[config.mk]
export PLATFORM = sky130hd
export DESIGN_NAME = rscpb_run_seq
export DESIGN_NICKNAME = d
export VERILOG_FILES = /design/src/rtl/rscpb_pkg.sv /design/src/rtl/rscpb_run_seq.sv
export SDC_FILE = /design/constraint.sdc
export NUM_CORES = 1
export LEC_CHECK = 0
export BUFFER_PORTS_ARGS = -buffer_cell sky130_fd_sc_hd__buf_2
export CAP_MARGIN = 20
export CORE_ASPECT_RATIO = 0.9
export CORE_MARGIN = 2
export CORE_UTILIZATION = 40
export DETAILED_ROUTE_END_ITERATION = 12
export GPL_TIMING_DRIVEN = 0
export SLEW_MARGIN = 20
export SYNTH_ARGS = -nofsm -noshare
export SYNTH_HDL_FRONTEND = slang
export SYNTH_SLANG_ARGS = --single-unit
[constraint.sdc]
create_clock -name clock -period 7.25 [get_ports clock]
set_clock_uncertainty 0.2 [all_clocks]
set_input_delay 0.3625 -clock clock [delete_from_list [all_inputs] [get_ports clock]]
set_output_delay 0.3625 -clock clock [all_outputs]
set_load 0.01 [all_outputs]
[src/rtl/rscpb_pkg.sv]
// ----------------------------------------------------------------------------
// rscpb_pkg
// Shared types and constants of the run-length sprite cel blitter.
// ----------------------------------------------------------------------------
package rscpb_pkg;

   localparam int CODE_W      = 8;
   localparam int COLOR_W     = 4;
   localparam int RUN_W       = 4;
   localparam int PRIO_W      = 4;
   localparam int CSR_INDEX_W = 3;
   localparam int CSR_DATA_W  = 10;
   localparam int PIX_ADDR_W  = 15;
   localparam int COL_W       = 11;
   localparam int COORD_W     = 12;
   localparam int DIM_W       = 8;
   localparam int ORIGIN_W    = 10;

   localparam logic [PRIO_W-1:0]       PRIO_FREE = 4'd4;
   localparam logic signed [COL_W-1:0] COL_MIN   = -11'sd1024;
   localparam logic signed [COL_W-1:0] COL_MAX   = 11'sd1023;

   localparam logic [DIM_W-1:0] CEL_WIDTH_RESET  = 8'd1;
   localparam logic [DIM_W-1:0] CEL_HEIGHT_RESET = 8'd1;

   typedef enum logic [CSR_INDEX_W-1:0] {
      REG_CEL_WIDTH         = 3'd0,
      REG_CEL_HEIGHT        = 3'd1,
      REG_MIRROR_ENABLE     = 3'd2,
      REG_TRANSPARENT_COLOR = 3'd3,
      REG_ORIGIN_X          = 3'd4,
      REG_ORIGIN_Y          = 3'd5,
      REG_VIEW_PRIORITY     = 3'd6
   } csr_index_type;

   // one pixel handed from the run sequencer to the write-back stage
   typedef struct packed {
      logic               valid;
      logic [COLOR_W-1:0] color;
      logic               last;
   } pix_type;

endpackage

[src/rtl/rscpb_run_seq.sv]
// ----------------------------------------------------------------------------
// rscpb_run_seq
// Configuration registers, cel row and column tracking, and the run
// sequencer that steps one pixel per cycle while advance is high and issues store reads.
// ----------------------------------------------------------------------------
module rscpb_run_seq
   import rscpb_pkg::*;
#(
   parameter int SCREEN_WIDTH  = 160,
   parameter int SCREEN_HEIGHT = 168,
   parameter int ADDR_W        = 15
) (
   input  logic                   clock,
   input  logic                   reset,
   input  logic                   csr_wr_en,
   input  logic [CSR_INDEX_W-1:0] csr_index,
   input  logic [CSR_DATA_W-1:0]  csr_wr_data,
   input  logic                   req_valid,
   input  logic [CODE_W-1:0]      req_code_byte,
   output logic                   req_stall,
   input  logic                   clear_busy,
   input  logic                   advance,
   output pix_type                pix,
   output logic [ADDR_W-1:0]      pix_addr,
   output logic [PRIO_W-1:0]      view_priority
);

   localparam int PROD_W = COORD_W + $clog2(SCREEN_WIDTH + 1);
   localparam logic signed [COORD_W-1:0] SCR_W_C = COORD_W'(SCREEN_WIDTH);
   localparam logic signed [COORD_W-1:0] SCR_H_C = COORD_W'(SCREEN_HEIGHT);

   logic [DIM_W-1:0]           cel_width_ff, cel_width_in;
   logic [DIM_W-1:0]           cel_height_ff, cel_height_in;
   logic                       mirror_ff, mirror_in;
   logic [COLOR_W-1:0]         transp_ff, transp_in;
   logic signed [ORIGIN_W-1:0] origin_x_ff, origin_x_in;
   logic signed [ORIGIN_W-1:0] origin_y_ff, origin_y_in;
   logic [PRIO_W-1:0]          view_prio_ff, view_prio_in;

   logic signed [COL_W-1:0]    column_ff, column_in;
   logic [DIM_W-1:0]           row_ff, row_in;
   logic signed [COORD_W-1:0]  py_ff, py_in;
   logic [ADDR_W-1:0]          row_base_ff;
   logic                       busy_ff, busy_in;
   logic [RUN_W-1:0]           cnt_ff, cnt_in;
   logic [COLOR_W-1:0]         color_ff, color_in;

   logic                       cfg_hit;
   logic                       step, accept, row_ok, py_ok, px_ok, nxt_ok;
   logic signed [COL_W-1:0]    col_step;
   logic signed [COORD_W-1:0]  px, px_nxt;
   logic [PROD_W-1:0]          base_prod;

   function automatic logic signed [COL_W-1:0] reload_col(input logic mirror,
                                                          input logic [DIM_W-1:0] width);
      logic signed [COL_W-1:0] wide;
      wide = $signed({{(COL_W - DIM_W){1'b0}}, width});
      return mirror ? wide - 11'sd1 : '0;
   endfunction

   // register decode
   always_comb begin
      cel_width_in  = cel_width_ff;
      cel_height_in = cel_height_ff;
      mirror_in     = mirror_ff;
      transp_in     = transp_ff;
      origin_x_in   = origin_x_ff;
      origin_y_in   = origin_y_ff;
      view_prio_in  = view_prio_ff;
      cfg_hit       = 1'b0;
      if (csr_wr_en) begin
         unique case (csr_index_type'(csr_index))
            REG_CEL_WIDTH: begin
               cel_width_in = csr_wr_data[DIM_W-1:0];
               cfg_hit      = 1'b1;
            end
            REG_CEL_HEIGHT: begin
               cel_height_in = csr_wr_data[DIM_W-1:0];
               cfg_hit       = 1'b1;
            end
            REG_MIRROR_ENABLE: begin
               mirror_in = csr_wr_data[0];
               cfg_hit   = 1'b1;
            end
            REG_TRANSPARENT_COLOR: begin
               transp_in = csr_wr_data[COLOR_W-1:0];
               cfg_hit   = 1'b1;
            end
            REG_ORIGIN_X: begin
               origin_x_in = $signed(csr_wr_data[ORIGIN_W-1:0]);
               cfg_hit     = 1'b1;
            end
            REG_ORIGIN_Y: begin
               origin_y_in = $signed(csr_wr_data[ORIGIN_W-1:0]);
               cfg_hit     = 1'b1;
            end
            REG_VIEW_PRIORITY: begin
               view_prio_in = csr_wr_data[PRIO_W-1:0];
               cfg_hit      = 1'b1;
            end
            default: cfg_hit = 1'b0;
         endcase
      end
   end

   // pixel position and clipping
   always_comb begin
      if (mirror_ff) begin
         col_step = (column_ff != COL_MIN) ? column_ff - 11'sd1 : column_ff;
      end else begin
         col_step = (column_ff != COL_MAX) ? column_ff + 11'sd1 : column_ff;
      end
   end

   assign px     = COORD_W'(origin_x_ff) + COORD_W'(column_ff);
   assign px_nxt = COORD_W'(origin_x_ff) + COORD_W'(col_step);
   assign px_ok  = (px >= 0) && (px < SCR_W_C);
   // the column moves monotonically, so once past the far edge the run stays off
   assign nxt_ok = (px_nxt >= 0) && (px_nxt < SCR_W_C);
   assign py_ok  = (py_ff >= 0) && (py_ff < SCR_H_C);
   assign row_ok = row_ff < cel_height_ff;

   assign step      = busy_ff && advance;
   assign req_stall = clear_busy || (busy_ff && !(step && (cnt_ff == RUN_W'(1))));
   assign accept    = req_valid && !req_stall;

   assign pix.valid = step && (color_ff != transp_ff) && px_ok && py_ok;
   assign pix.color = color_ff;
   assign pix.last  = (cnt_ff == RUN_W'(1)) || !nxt_ok;
   assign pix_addr  = row_base_ff + ADDR_W'($unsigned(px));

   assign view_priority = view_prio_ff;
   assign base_prod     = PROD_W'(py_ff) * PROD_W'(SCREEN_WIDTH);

   // cel walk
   always_comb begin
      column_in = column_ff;
      row_in    = row_ff;
      py_in     = py_ff;
      busy_in   = busy_ff;
      cnt_in    = cnt_ff;
      color_in  = color_ff;
      if (step) begin
         column_in = col_step;
         cnt_in    = cnt_ff - 1'b1;
         if (cnt_ff == RUN_W'(1)) begin
            busy_in = 1'b0;
         end
      end
      if (accept && row_ok) begin
         if (req_code_byte == '0) begin
            row_in    = row_ff + 1'b1;
            py_in     = py_ff + 12'sd1;
            column_in = reload_col(mirror_ff, cel_width_ff);
         end else if (req_code_byte[RUN_W-1:0] != '0) begin
            busy_in  = 1'b1;
            cnt_in   = req_code_byte[RUN_W-1:0];
            color_in = req_code_byte[CODE_W-1:RUN_W];
         end
      end
      if (cfg_hit) begin
         row_in    = '0;
         column_in = reload_col(mirror_in, cel_width_in);
         py_in     = COORD_W'(origin_y_in) - $signed({4'b0000, cel_height_in}) + 12'sd1;
      end
   end

   always_ff @(posedge clock) begin
      if (reset) begin
         cel_width_ff  <= CEL_WIDTH_RESET;
         cel_height_ff <= CEL_HEIGHT_RESET;
         mirror_ff     <= 1'b0;
         transp_ff     <= '0;
         origin_x_ff   <= '0;
         origin_y_ff   <= '0;
         view_prio_ff  <= '0;
         column_ff     <= '0;
         row_ff        <= '0;
         py_ff         <= '0;
         busy_ff       <= 1'b0;
         cnt_ff        <= '0;
      end else begin
         cel_width_ff  <= cel_width_in;
         cel_height_ff <= cel_height_in;
         mirror_ff     <= mirror_in;
         transp_ff     <= transp_in;
         origin_x_ff   <= origin_x_in;
         origin_y_ff   <= origin_y_in;
         view_prio_ff  <= view_prio_in;
         column_ff     <= column_in;
         row_ff        <= row_in;
         py_ff         <= py_in;
         busy_ff       <= busy_in;
         cnt_ff        <= cnt_in;
      end
   end

   // row base is registered from the screen row of the previous cycle; no run steps before it catches up
   always_ff @(posedge clock) begin
      color_ff    <= color_in;
      row_base_ff <= base_prod[ADDR_W-1:0];
   end

   a_busy_has_count: assert property (@(posedge clock) disable iff (reset)
      busy_ff |-> cnt_ff != '0)
      else $error("run sequencer busy with zero count");

   a_hold_column: assert property (@(posedge clock) disable iff (reset)
      busy_ff && !advance && !csr_wr_en |=> $stable(column_ff))
      else $error("column moved while write-back stage was full");

endmodule

# Word level (Yosys, flattened, before mapping)
# Cells that the tools add are included.
# Widths: inputs -> output; s select.
op_classes:
  shifts: 0
  muxes: 31
  bitwise_logic: 1
  reduce_logical: 29
  n_addsub: 12
  magnitude_cmp: 7
  mul: 1
  eq_ne: 10
  n_div: 0
op_table:
  columns: ["cell", "count"]
  rows:
  - ["$mux 11", 9]
  - ["$ge 12x1->1 const B", 3]
  - ["$lt 12x9->1 const B", 3]
  - ["$mux 12", 3]
  - ["$mux 8", 4]
  - ["$add 10x11->12", 2]
  - ["$ne 11x11->1 const B", 2]
  - ["$mux 10", 2]
  - ["$sub 8x1->9 const B", 2]
  - ["$mux 4", 4]
  - ["$add 15x12->15", 1]
  - ["$add 11x2->12 const B", 1]
  - ["$add 12x2->12 const B", 1]
  - ["$mul 12x4->10 const B", 1]
  - ["$add 11x2->11 const B", 1]
  - ["$logic_and 1x1->1", 11]
  - ["$sub 10x9->11", 1]
  - ["$sub 11x2->11 const B", 1]
  - ["$reduce_and 2->1", 5]
  - ["$eq 3x3->1 const B", 3]
  - ["$mux 1", 9]
  - ["$add 8x1->8 const B", 1]
  - ["$logic_not 8->1", 1]
  - ["$lt 8x8->1", 1]
  - ["14 further kinds", 19]
word_totals:
  in_bits: 27
  mem_bits_rw: 0
  rom_bits: 0
  reg_bits: 95
  mem_count: 0
  latch_bits: 0

# Logic depth before layout (Yosys ltp)
# Gate-level depths: netlist of run 1.
depth:
  depth_word: 10
  depth_mapped: 18

# Least setup slack after synthesis of run 1
# Ideal clock, no wire load.
synth_timing:
  path_type: "reg2out"
  startpoint: "reg column_ff[1]"
  endpoint: "out pix[0] (netlist name)"
  setup_slack_ps: 3034
  required_ps: 6688
  stages_incl_launch_ff: 16
  path_buffers: 1
  arrival_ps: 3654
  path_cell_list: "dfxtp_1 -> clkbuf_1 -> inv_1 -> ha_1 -> nor4b_1 -> nand4b_1 -> and4_1 -> a41oi_1 -> xnor2_1 -> ha_1 -> or4_1 -> o22ai_1 -> nor4b_1 -> a21oi_1 -> nand4_1 -> or3_1"
synth_rtl:
  columns: ["item", "line", "rtl"]
  rows:
  - ["start: declaration", "rscpb_run_seq.sv:40", "logic signed [COL_W-1:0] column_ff, column_in;"]
  - ["start signal: assignment", "rscpb_run_seq.sv:190", "column_ff <= column_in;"]
  - ["end: declaration", "rscpb_run_seq.sv:23", "output pix_type pix,"]

==> run summary, run 1 <==
Layout
- **fraction of layout instances using a drive strength above 1** 8.66%
- **final design instance area without fill** 7970 sq um
- **final standard cell utilization of the core** 45.6%
- **number of diodes** 0
- **growth of design area from synthesis to finish** 12.5%
- **Layout Nets** 1027

Yosys
- **portion of the post-synthesis area used by sequential elements** 27.4%
- **number of synthesized flops with an enable pin** 4
- **area fraction of the dominant cell type after synthesis** 25.7%
- **most frequent cells after synthesis** sky130_fd_sc_hd__dfxtp_1, sky130_fd_sc_hd__nor2_1, sky130_fd_sc_hd__ha_1
- **share of async-settable or async-resettable flops after synthesis** 0%
- **unique cell type count in the Yosys netlist** 67
- **dominant register cell in the synthesized netlist** sky130_fd_sc_hd__dfxtp_1
- **most used standard cell by instance count after synthesis** sky130_fd_sc_hd__dfxtp_1
- **synth top area cells** sky130_fd_sc_hd__dfxtp_1, sky130_fd_sc_hd__ha_1, sky130_fd_sc_hd__xnor2_1, sky130_fd_sc_hd__nor2_1, sky130_fd_sc_hd__mux2i_1
- **Synth Net Count** 967
- **Yosys reg bits** 95
- **Synth warnings** 0
- **cell area after synthesis** 7080 sq um
- **Yosys top cell by area** sky130_fd_sc_hd__dfxtp_1
- **post-synthesis cell count** 859
- **Post-Synthesis Mean Instance Area** 8.25 sq um

Drt
- **DRT Wirelength** 18700 um
- **number of detailed-route iterations in the first pass** 5
- **DR WL/cell** 16.1 um
- **Avg Vias per Cell** 5.35
- **starting DRC count in detailed routing** 434
- **vias after detailed routing** 6227
- **Detail Route Antenna Nets** 0
- **DRC violations left** 0

Timing
- **number of setup violations in the final report** 0
- **post-layout min period** 5.40 ns
- **final total negative setup slack** 0 ns
- **max-slew headroom at the worst pin** 30.0%
- **Final Hold Viols** 0
- **measured slew at the worst slew-check pin** 1.04 ns
- **RSZ-0062 raised after global routing** false
- **maximum frequency from static timing analysis** 185 MHz
- **worst hold slack after final layout** 0.0119 ns
- **fraction of the cycle the final worst path needs** 74.5%
- **max-slew violation count** 0

Placed design
- **Area after DPL** 7620 sq um
- **routability-driven placement congestion ratio** 0.899
- **dpl hpwl** 14700 um
- **# port buffers** 46

Min path
- **min-delay worst type** primary input to flip-flop

Power and ir drop
- **Pwr Density** 172 nW/um^2
- **largest voltage drop on the vdd net** 0.000135 V
- **leakage power figure** 3.33 nW

Clock tree
- **maximum clock insertion buffer count** 2
- **CTS H-Tree Depth** 3
- **number of buffers inserted to repair setup after CTS** 0
- **TritonCTS clock tree** built
- **clock transition at the registers of the reported paths** 0.06 ns
- **number of buffers inserted during clock tree synthesis** 9
- **sink count of the clock tree** 95
- **quantity of gates resized following cts** 0
- **CTS root buf** sky130_fd_sc_hd__clkbuf_16
- **clock latency on the worst-skew pair** 0.35 ns

Setup path
- **critical path launch point type** flip-flop
- **largest fanout on the critical path** 10
- **data required time at the worst endpoint** 6.69 ns
- **data arrival at the endpoint of the critical path** 4.84 ns
- **critical path class** flip-flop to primary output
- **critical path capture point type** primary output

Die
- **die width** 144 um
- **standard cell core area** 17500 sq um
- **die span in y** 130 um
- **site row count** 46
- **Die Area** 18800 sq um
- **I/O pin cnt** 53
- **starting utilization of the core area** 40.5%

Global route
- **number of global-route vias before repair** 5773
- **overall fraction of global-route tracks in use** 20.2%
- **gr ovfl total** 0
- **largest net degree at the start of global routing** 15
- **number of antenna violations at the first check in global routing** 0
- **global-route wire length before repair** 29700 um

Flow run
- **max-cap viol count** 0

Run status
- **run status** complete, no violations

sequential cells by signal (all words and copies together) (netlist names), 8 cells and up:
name and count:
py_ff 12, column_ff 11, origin_x_ff 10, origin_y_ff 10, row_base_ff 10, cel_height_ff 8
cel_width_ff 8, row_ff 8
layout make-up:
class | instances | area, sq um
Clock buffer | 13 | 260
Fill cell | 1794 | 9530
Multi-Input combinational cell | 686 | 4850
Inverter | 36 | 135
Tap cell | 240 | 300
Sequential cell | 95 | 1940
Buffer | 42 | 161
Clock inverter | 3 | 65.1
Timing Repair Buffer | 49 | 260
cell usage in the layout (no fill, tap or decap), drive strengths merged, types with 7 or more instances in the layout:
| master | synthesis | routed |
|---|---|---|
| a211oi | 15 | 15 |
| a21o | 13 | 13 |
| a21oi | 58 | 58 |
| buf | 5 | 51 |
| clkbuf | 37 | 50 |
| dfxtp | 91 | 91 |
| ha | 76 | 76 |
| inv | 36 | 36 |
| mux2 | 9 | 9 |
| mux2i | 30 | 30 |
| nand2 | 73 | 73 |
| nand2b | 12 | 12 |
| nand3 | 22 | 22 |
| nand4 | 9 | 9 |
| nor2 | 90 | 90 |
| nor2b | 19 | 19 |
| nor3 | 17 | 17 |
| nor4 | 11 | 11 |
| o21a | 9 | 9 |
| o21ai | 35 | 35 |
| o221ai | 7 | 7 |
| xnor2 | 45 | 45 |
| xor2 | 28 | 28 |
repair_timing:
action                     in CTS  in global routing
hold endpoints to repair        3                  0
hold buffers                    3                  0
setup endpoints to repair       0                  0
critical path, cell delays in order (launching register included):
cell,delay (ns)
sky130_fd_sc_hd__dfxtp_1,0.38
sky130_fd_sc_hd__clkbuf_1,0.25
sky130_fd_sc_hd__inv_1,0.14
sky130_fd_sc_hd__ha_1,0.37
sky130_fd_sc_hd__nor4b_1,0.38
sky130_fd_sc_hd__nand4b_1,0.33
sky130_fd_sc_hd__mux2i_1,0.34
sky130_fd_sc_hd__xnor2_1,0.18
sky130_fd_sc_hd__ha_1,0.21
sky130_fd_sc_hd__inv_1,0.05
sky130_fd_sc_hd__fa_1,0.34
sky130_fd_sc_hd__nand2b_1,0.14
sky130_fd_sc_hd__a21oi_1,0.21
sky130_fd_sc_hd__nor2_1,0.07
sky130_fd_sc_hd__o21ai_0,0.30
sky130_fd_sc_hd__a311oi_1,0.15
sky130_fd_sc_hd__o32a_1,0.18
sky130_fd_sc_hd__or3_1,0.33
sky130_fd_sc_hd__buf_2,0.14
kinds of logic after synthesis:
logic type	count (synthesis)	synth area share [%]
AND/OR/NAND/NOR	298	20.8
AO/OA/AOI/OAI	195	18.1
flip-flops	95	27.4
adder cells (fa/ha/maj)	81	14.8
buffers and inverters	78	4.19
XOR/XNOR	73	9.03
multiplexers	39	5.67
per-stage QoR:
step	total power [mW]	instances	worst slack (ns)
floorplan	0.779	859	3.03
global placement	0.857	1145	2.21
detailed placement	0.858	1145	2.22
CTS	1.38	1164	1.85
global route	1.43	1164	1.45
finish	1.37	1164	1.85
power by group:
group | internal (mW) | total (mW) | switching (mW)
Clock | 0.321 | 0.518 | 0.197
Combinational | 0.118 | 0.269 | 0.151
Sequential | 0.556 | 0.582 | 0.0262
metal layers:
metal  global-route usage [%]  part of all wire [%]
met1                     29.7                    51
met2                     29.6                    40
met3                     3.56                   5.5
met4                     6.74                   2.8
met5                        0                     0
path summary, 6_finish.rpt:
path | end | startpoint | slack, ns | depth (start not counted)
worst max-delay path | pix[0] | column_ff[1]$_SDFF_PP0_ | 1.85 | 18
worst max register to register | py_ff[5]$_SDFFE_PP0P_ | cel_height_ff[5]$_SDFF_PP0_ | 3.98 | 9
worst min register to register | row_base_ff[6]$_DFF_P_ | py_ff[1]$_SDFFE_PP0P_ | 0.22 | 0
worst min-delay path | color_ff[2]$_DFFE_PP_ | req_code_byte[6] | 0.01 | 1
Power figures use the tool's default switching activity.
==> inputs of run 2 (changes only) <==
==> constraint.sdc (replaced) <==
create_clock -name clock -period 4.4 [get_ports clock]
set_clock_uncertainty 0.2 [all_clocks]
set_input_delay 0.22 -clock clock [delete_from_list [all_inputs] [get_ports clock]]
set_output_delay 0.22 -clock clock [all_outputs]
set_load 0.01 [all_outputs]
==> run summary, run 2 (synthesized netlist as in run 1, its figures left out) <==
Run status
- **run status** complete, no violations, unchanged

Min path
- **destination of the worst hold path** origin_x_ff[7]$_SDFFE_PP0P_, was color_ff[2]$_DFFE_PP_
- **worst hold start** csr_wr_data[7], was req_code_byte[6]
- **Min-Delay Path Depth** 3, was 1
- **min-delay worst type** primary input to flip-flop, unchanged

Timing
- **post-layout min period** 4.32 ns
- **Final Hold Viols** 0, unchanged
- **final total negative setup slack** 0 ns, unchanged
- **RSZ-0062 raised after global routing** true, was false
- **fraction of the cycle the final worst path needs** 98.1%
- **maximum frequency from static timing analysis** 232 MHz
- **number of setup violations in the final report** 0, unchanged
- **max-slew violation count** 0, unchanged
- **measured slew at the worst slew-check pin** 0.991 ns, was 1.04 ns
- **max-slew headroom at the worst pin** 33.3%, was 30.0%

Clock tree
- **number of buffers inserted during clock tree synthesis** 9, unchanged
- **CTS root buf** sky130_fd_sc_hd__clkbuf_16, unchanged
- **clock latency on the worst-skew pair** 0.35 ns, about the same
- **TritonCTS clock tree** built, unchanged
- **clock transition at the registers of the reported paths** 0.06 ns, about the same
- **CTS H-Tree Depth** 3, unchanged
- **sink count of the clock tree** 95, unchanged
- **maximum clock insertion buffer count** 2, unchanged

Drt
- **number of detailed-route iterations in the first pass** 5, unchanged
- **Avg Vias per Cell** 5.36, was 5.35
- **DRC violations left** 0, unchanged
- **DR WL/cell** 16.3 um, was 16.1 um
- **starting DRC count in detailed routing** 405, was 434
- **DRT Wirelength** 19400 um, was 18700 um
- **vias after detailed routing** 6375, was 6227
- **Detail Route Antenna Nets** 0, unchanged

Setup path
- **CP max stage delay** 0.54 ns, was 0.38 ns
- **terminus of the critical flop-to-flop path** column_ff[2]$_SDFF_PP0_, was py_ff[5]$_SDFFE_PP0P_
- **critical path launch point type** flip-flop, unchanged
- **Register-to-Register Setup Slack** 1.14 ns, was 3.98 ns
- **CP bufs+invs** 2, was 4
- **critical path class** flip-flop to primary output, unchanged
- **critical path capture point type** primary output, unchanged
- **kind of cell adding the most delay to the critical path** simple AND/OR/NAND/NOR gates, unchanged
- **data arrival at the endpoint of the critical path** 3.90 ns, was 4.84 ns
- **list of cells traversed by the critical path** and4b_1, or3b_4, mux2i_2, xnor2_1, ha_2, inv_1, fa_2, nand2b_1, a21oi_2, nor2_1, o21ai_2, a311oi_1, o32a_1, or3_1, buf_2, was clkbuf_1, inv_1, ha_1, nor4b_1, nand4b_1, mux2i_1, xnor2_1, ha_1, inv_1, fa_1, nand2b_1, a21oi_1, nor2_1, o21ai_0, a311oi_1, o32a_1, or3_1, buf_2
- **path depth of the worst reg2reg path** 9, unchanged
- **data required time at the worst endpoint** 3.98 ns, was 6.69 ns
- **largest fanout on the critical path** 6, was 10
- **critical-path cell with the highest stage delay** sky130_fd_sc_hd__dfxtp_1, unchanged
- **beginning of the worst register-to-register path** cel_height_ff[5]$_SDFF_PP0_, unchanged

Layout
- **Largest register FFs** 12, unchanged
- **most common cell after layout, fill and taps aside** sky130_fd_sc_hd__nor2_1, was sky130_fd_sc_hd__dfxtp_1
- **number of diodes** 0, unchanged
- **register ranked first by flip-flop count** py_ff, unchanged
- **commonest cells after routing, fill and taps aside** sky130_fd_sc_hd__nor2_1, sky130_fd_sc_hd__dfxtp_1, sky130_fd_sc_hd__nand2_1, was sky130_fd_sc_hd__dfxtp_1, sky130_fd_sc_hd__nor2_1, sky130_fd_sc_hd__ha_1
- **final instance count without filler cells** 1190, was 1164
- **growth of design area from synthesis to finish** 18.7%, was 12.5%
- **fraction of layout instances using a drive strength above 1** 14.9%, was 8.66%
- **Layout Nets** 1053, was 1027
- **Regs by FF count** py_ff: 12 flops, column_ff: 11 flops, unchanged

Placed design
- **# port buffers** 46, unchanged
- **dpl cells** 1145, unchanged
- **routability-driven placement congestion ratio** 0.899, unchanged
- **dpl hpwl** 14700 um, unchanged

Global route
- **number of antenna violations at the first check in global routing** 0, unchanged
- **global-route wire length before repair** 30300 um, was 29700 um
- **largest net degree at the start of global routing** 15, unchanged
- **gr ovfl total** 0, unchanged
- **number of global-route vias before repair** 5904, was 5773
- **overall fraction of global-route tracks in use** 20.5%, was 20.2%

Die
- **I/O pin cnt** 53, unchanged
- **die width** 144 um, unchanged
- **die span in y** 130 um, unchanged
- **starting utilization of the core area** 40.5%, unchanged
- **standard cell core area** 17500 sq um, unchanged
- **Die Area** 18800 sq um, unchanged
- **site row count** 46, unchanged

Power and ir drop
- **leakage power figure** 3.54 nW, was 3.33 nW
- **Pwr Density** 270 nW/um^2, was 172 nW/um^2
- **largest voltage drop on the vdd net** 0.000223 V, was 0.000135 V

Flow run
- **max-cap viol count** 0, unchanged

run 2: changes by cell type in the layout (fill, tap and decap cells not counted), sizes merged:
cell	previous run	this run
buf	51	75
clkbuf	50	45
dlygate4sd3	3	10
run 2: stage by stage:
stage               total power [mW]  hold WS (ns)  worst slack, ns  util (%)  area [sq um]
global route                    2.37        0.0270          -0.0719      48.1          8410
floorplan                       1.28         0.119            0.326         -          7080
global placement                1.41         0.201           -0.495      43.5          7610
finish                          2.27        0.0169           0.0834      48.1          8410
detailed placement              1.41         0.215           -0.483      43.5          7620
CTS                             2.28        0.0126           0.0486      47.2          8260
run 2: worst max path at each step:
stage | start | endpoint | slack (ns) | depth (start not counted)
2_1_floorplan | column_ff[1]$_SDFF_PP0_ | pix[0] | 0.33 | 15
3_3_place_gp | column_ff[1]$_SDFF_PP0_ | pix[0] | -0.50 | 18
3_5_place_dp | column_ff[1]$_SDFF_PP0_ | pix[0] | -0.48 | 18
4_1_cts | column_ff[1]$_SDFF_PP0_ | pix[0] | 0.05 | 20
5_1_grt | column_ff[1]$_SDFF_PP0_ | pix[0] | -0.07 | 17
6_report | column_ff[8]$_SDFF_PP0_ | pix[0] | 0.08 | 15
run 2: worst reg2reg max path, cell delays in order (launching register included):
cell and delay (ns):
sky130_fd_sc_hd__dfxtp_1 0.33, sky130_fd_sc_hd__inv_1 0.05, sky130_fd_sc_hd__ha_1 0.30, sky130_fd_sc_hd__a21o_1 0.18, sky130_fd_sc_hd__a21o_1 0.17, sky130_fd_sc_hd__a2111o_1 0.48
sky130_fd_sc_hd__a211oi_4 0.46, sky130_fd_sc_hd__buf_2 0.35, sky130_fd_sc_hd__nand3_1 0.29, sky130_fd_sc_hd__o221ai_1 0.35
run 2: repair_timing:
item	in CTS	in global routing
buffers inserted	10	11
gates resized for setup	41	23
pin swaps	8	18
hold endpoints to repair	10	0
endpoints found under the setup margin	1	4
hold buffers	10	0
run 2: routing by layer:
| metal | GRT usage (%) | vias up | part of all wire, % |
|---|---|---|---|
| met5 | 0 | - | 0 |
| met4 | 6.23 | 0 | 2.2 |
| met3 | 3.60 | 28 | 5.6 |
| met2 | 30.9 | 183 | 42 |
| met1 | 30.0 | 2925 | 51 |
| li1 | - | 3239 | - |
run 2: power by group:
part / internal (mW) / leakage (nW) / switching, mW / total (mW)
logic: 0.207 / 2.60 / 0.253 / 0.460
clock network: 0.529 / 0.160 / 0.323 / 0.852
registers: 0.914 / 0.781 / 0.0443 / 0.959
run 2: layout make-up:
| class | count | area (sq um) |
|---|---|---|
| buffer | 40 | 188 |
| multi-input combinational | 686 | 5010 |
| clock buffer | 13 | 260 |
| fill | 1757 | 9090 |
| sequential | 95 | 1950 |
| tap | 240 | 300 |
| timing repair buffer | 77 | 488 |
| inverter | 36 | 140 |
| clock inverter | 3 | 65.1 |
==> inputs of run 3 (changes only) <==
--- a/config.mk
+++ b/config.mk
@@ -12,6 +12,8 @@
 export CORE_UTILIZATION = 40
 export DETAILED_ROUTE_END_ITERATION = 12
 export GPL_TIMING_DRIVEN = 0
+export REMOVE_ABC_BUFFERS = 1
+export SETUP_SLACK_MARGIN = 0.2
 export SLEW_MARGIN = 20
 export SYNTH_ARGS = -nofsm -noshare
 export SYNTH_HDL_FRONTEND = slang
==> run summary, run 3 (synthesized netlist as in run 1, its figures left out) <==
Layout
- **fraction of layout instances using a drive strength above 1** 16.7%, was 14.9%
- **Regs by FF count** py_ff: 12 flops, column_ff: 11 flops, unchanged
- **Largest register FFs** 12, unchanged
- **area of the multi-input gates** 5060 sq um, was 5010 sq um
- **Fillers** 1735, was 1757
- **growth of design area from synthesis to finish** 17.4%, was 18.7%
- **area occupied by registers** 1970 sq um, was 1950 sq um
- **register ranked first by flip-flop count** py_ff, unchanged
- **commonest cells after routing, fill and taps aside** sky130_fd_sc_hd__nor2_1, sky130_fd_sc_hd__dfxtp_1, sky130_fd_sc_hd__nand2_1, unchanged
- **number of diodes** 0, unchanged
- **final instance count without filler cells** 1163, was 1190
- **Layout Nets** 1026, was 1053
- **most common cell after layout, fill and taps aside** sky130_fd_sc_hd__nor2_1, unchanged

Global route
- **overall fraction of global-route tracks in use** 19.9%, was 20.5%
- **global-route wire length before repair** 29700 um, was 30300 um
- **number of antenna violations at the first check in global routing** 0, unchanged
- **number of global-route vias before repair** 5845, was 5904
- **gr ovfl total** 0, unchanged
- **largest net degree at the start of global routing** 69, was 15

Setup path
- **data arrival at the endpoint of the critical path** 3.79 ns, was 3.90 ns
- **critical path capture point type** primary output, unchanged
- **critical path class** flip-flop to primary output, unchanged
- **beginning of the worst register-to-register path** row_ff[5]$_SDFFE_PP0P_, was cel_height_ff[5]$_SDFF_PP0_
- **critical path launch point type** flip-flop, unchanged
- **largest fanout on the critical path** 7, was 6
- **terminus of the critical flop-to-flop path** row_ff[7]$_SDFFE_PP0P_, was column_ff[2]$_SDFF_PP0_
- **CP bufs+invs** 3, was 2
- **data required time at the worst endpoint** 3.98 ns, about the same
- **Register-to-Register Setup Slack** 1.08 ns, was 1.14 ns
- **path depth of the worst reg2reg path** 8, was 9
- **list of cells traversed by the critical path** inv_2, ha_4, nor4b_4, nand4b_1, buf_4, and4b_1, o2bb2ai_2, xor2_1, ha_2, or4_4, o22ai_4, nor4b_2, a21oi_1, nand4_1, or3_1, buf_2, was and4b_1, or3b_4, mux2i_2, xnor2_1, ha_2, inv_1, fa_2, nand2b_1, a21oi_2, nor2_1, o21ai_2, a311oi_1, o32a_1, or3_1, buf_2
- **critical-path cell with the highest stage delay** sky130_fd_sc_hd__or4_4, was sky130_fd_sc_hd__dfxtp_1
- **kind of cell adding the most delay to the critical path** simple AND/OR/NAND/NOR gates, unchanged
- **CP max stage delay** 0.54 ns, about the same
- **Critical Path Source** column_ff[0]$_SDFF_PP0_, was column_ff[8]$_SDFF_PP0_

Clock tree
- **sink count of the clock tree** 95, unchanged
- **clock transition at the registers of the reported paths** 0.06 ns, about the same
- **number of buffers inserted during clock tree synthesis** 9, unchanged
- **CTS H-Tree Depth** 3, unchanged
- **maximum clock insertion buffer count** 2, unchanged
- **TritonCTS clock tree** built, unchanged
- **CTS root buf** sky130_fd_sc_hd__clkbuf_16, unchanged
- **clock latency on the worst-skew pair** 0.35 ns, about the same

Min path
- **worst hold start** csr_wr_data[7], unchanged
- **Min-Delay Path Depth** 3, unchanged
- **destination of the worst hold path** origin_x_ff[7]$_SDFFE_PP0P_, unchanged
- **min-delay worst type** primary input to flip-flop, unchanged

Drt
- **DRC violations left** 0, unchanged
- **DRT Wirelength** 18500 um, was 19400 um
- **Detail Route Antenna Nets** 0, unchanged
- **vias after detailed routing** 6300, was 6375
- **starting DRC count in detailed routing** 416, was 405
- **DR WL/cell** 15.9 um, was 16.3 um
- **Avg Vias per Cell** 5.42, was 5.36
- **number of detailed-route iterations in the first pass** 5, unchanged

Timing
- **post-layout min period** 4.21 ns, was 4.32 ns
- **max-slew headroom at the worst pin** 30.3%, was 33.3%
- **final total negative setup slack** 0 ns, unchanged
- **final worst slack** 0.185 ns, was 0.0834 ns
- **Final Hold Viols** 0, unchanged
- **maximum frequency from static timing analysis** 237 MHz, was 232 MHz
- **RSZ-0062 raised after global routing** true, unchanged
- **max-slew violation count** 0, unchanged
- **measured slew at the worst slew-check pin** 1.02 ns, was 0.991 ns
- **fraction of the cycle the final worst path needs** 95.8%, was 98.1%
- **number of setup violations in the final report** 0, unchanged

Placed design
- **dpl hpwl** 13300 um, was 14700 um
- **pre-CTS setup slack** -0.445 ns, was -0.483 ns
- **routability-driven placement congestion ratio** 0.867, was 0.899
- **# port buffers** 52, was 46
- **dpl cells** 1112, was 1145

Die
- **starting utilization of the core area** 40.5%, unchanged
- **site row count** 46, unchanged
- **I/O pin cnt** 53, unchanged
- **Die Area** 18800 sq um, unchanged
- **standard cell core area** 17500 sq um, unchanged
- **die width** 144 um, unchanged
- **die span in y** 130 um, unchanged

Run status
- **run status** complete, no violations, unchanged

Flow run
- **max-cap viol count** 0, unchanged

Power and ir drop
- **leakage power figure** 3.48 nW, was 3.54 nW
- **largest voltage drop on the vdd net** 0.000230 V, was 0.000223 V
- **Pwr Density** 257 nW/um^2, was 270 nW/um^2
- **total power of the final layout** 2.13 mW, was 2.27 mW

## run 3: cell types whose count changed in the layout (fill, tap and decap cells not counted), moves of 3 or more
| cell | previous run | this run |
|---|---|---|
| sky130_fd_sc_hd__dfxtp_2 | 2 | 6 |
| sky130_fd_sc_hd__buf_2 | 49 | 53 |
| sky130_fd_sc_hd__a21oi_2 | 3 | 6 |
| sky130_fd_sc_hd__dfxtp_4 | 2 | 6 |
| sky130_fd_sc_hd__clkbuf_2 | 3 | 0 |
| sky130_fd_sc_hd__clkbuf_1 | 30 | 1 |
| sky130_fd_sc_hd__dfxtp_1 | 87 | 79 |
| sky130_fd_sc_hd__a21oi_1 | 55 | 51 |
## run 3: how the worst max path moves through the flow
stage / end / cells after the start
floorplan: column_ff[7]$_SDFF_PP0_ / 7
global placement: column_ff[7]$_SDFF_PP0_ / 8
detailed placement: pix[0] / 16
CTS: pix[0] / 16
global route: pix[0] / 16
finish: pix[0] / 16
## run 3: power breakdown
group / total [mW] / internal (mW) / switching, mW
combinational: 0.448 / 0.204 / 0.243
clock: 0.727 / 0.381 / 0.347
sequential: 0.960 / 0.912 / 0.0481
## run 3: what timing repair did
item,4_1_cts,5_1_grt
gates resized for setup,49,16
hold buffers,12,0
endpoints found under the setup margin,4,4
gates cloned,0,0
hold endpoints to repair,13,0
setup buffers,15,7
pin swaps,10,12
## run 3: final cells by class
cell class / instances / area share (%)
Tap cell: 240 / 3.61
Timing Repair Buffer: 90 / 6.98
Inverter: 36 / 1.66
Multi-Input combinational cell: 686 / 60.8
Clock buffer: 10 / 2.75
Sequential cell: 95 / 23.7
Clock inverter: 6 / 0.451
## run 3: tightest hold or removal path: cells and delay by family
| family | cells | cell delay [ns] |
|---|---|---|
| buffers and inverters | 1 | 0.17 |
| AND/OR/NAND/NOR | 1 | 0.08 |
| AO/OA/AOI/OAI | 1 | 0.05 |
## run 3: metrics by stage
step / area [sq um] / hold WS (ns) / util (%)
global route: 8320 / 0.0383 / 47.5
global placement: 7480 / 0.213 / 42.8
finish: 8320 / 0.0314 / 47.5
detailed placement: 7510 / 0.215 / 42.9
floorplan: 6920 / 0.0891 / -
CTS: 8210 / 0.0147 / 46.9
## run 3: per-layer routing
layer / GRT usage [%] / wire length (um) / vias up
met5: 0 / 0 / -
met4: 6.74 / 367 / 0
met3: 3.16 / 1030 / 23
met2: 30.9 / 7880 / 170
met1: 28.3 / 9220 / 2917
li1: - / - / 3190
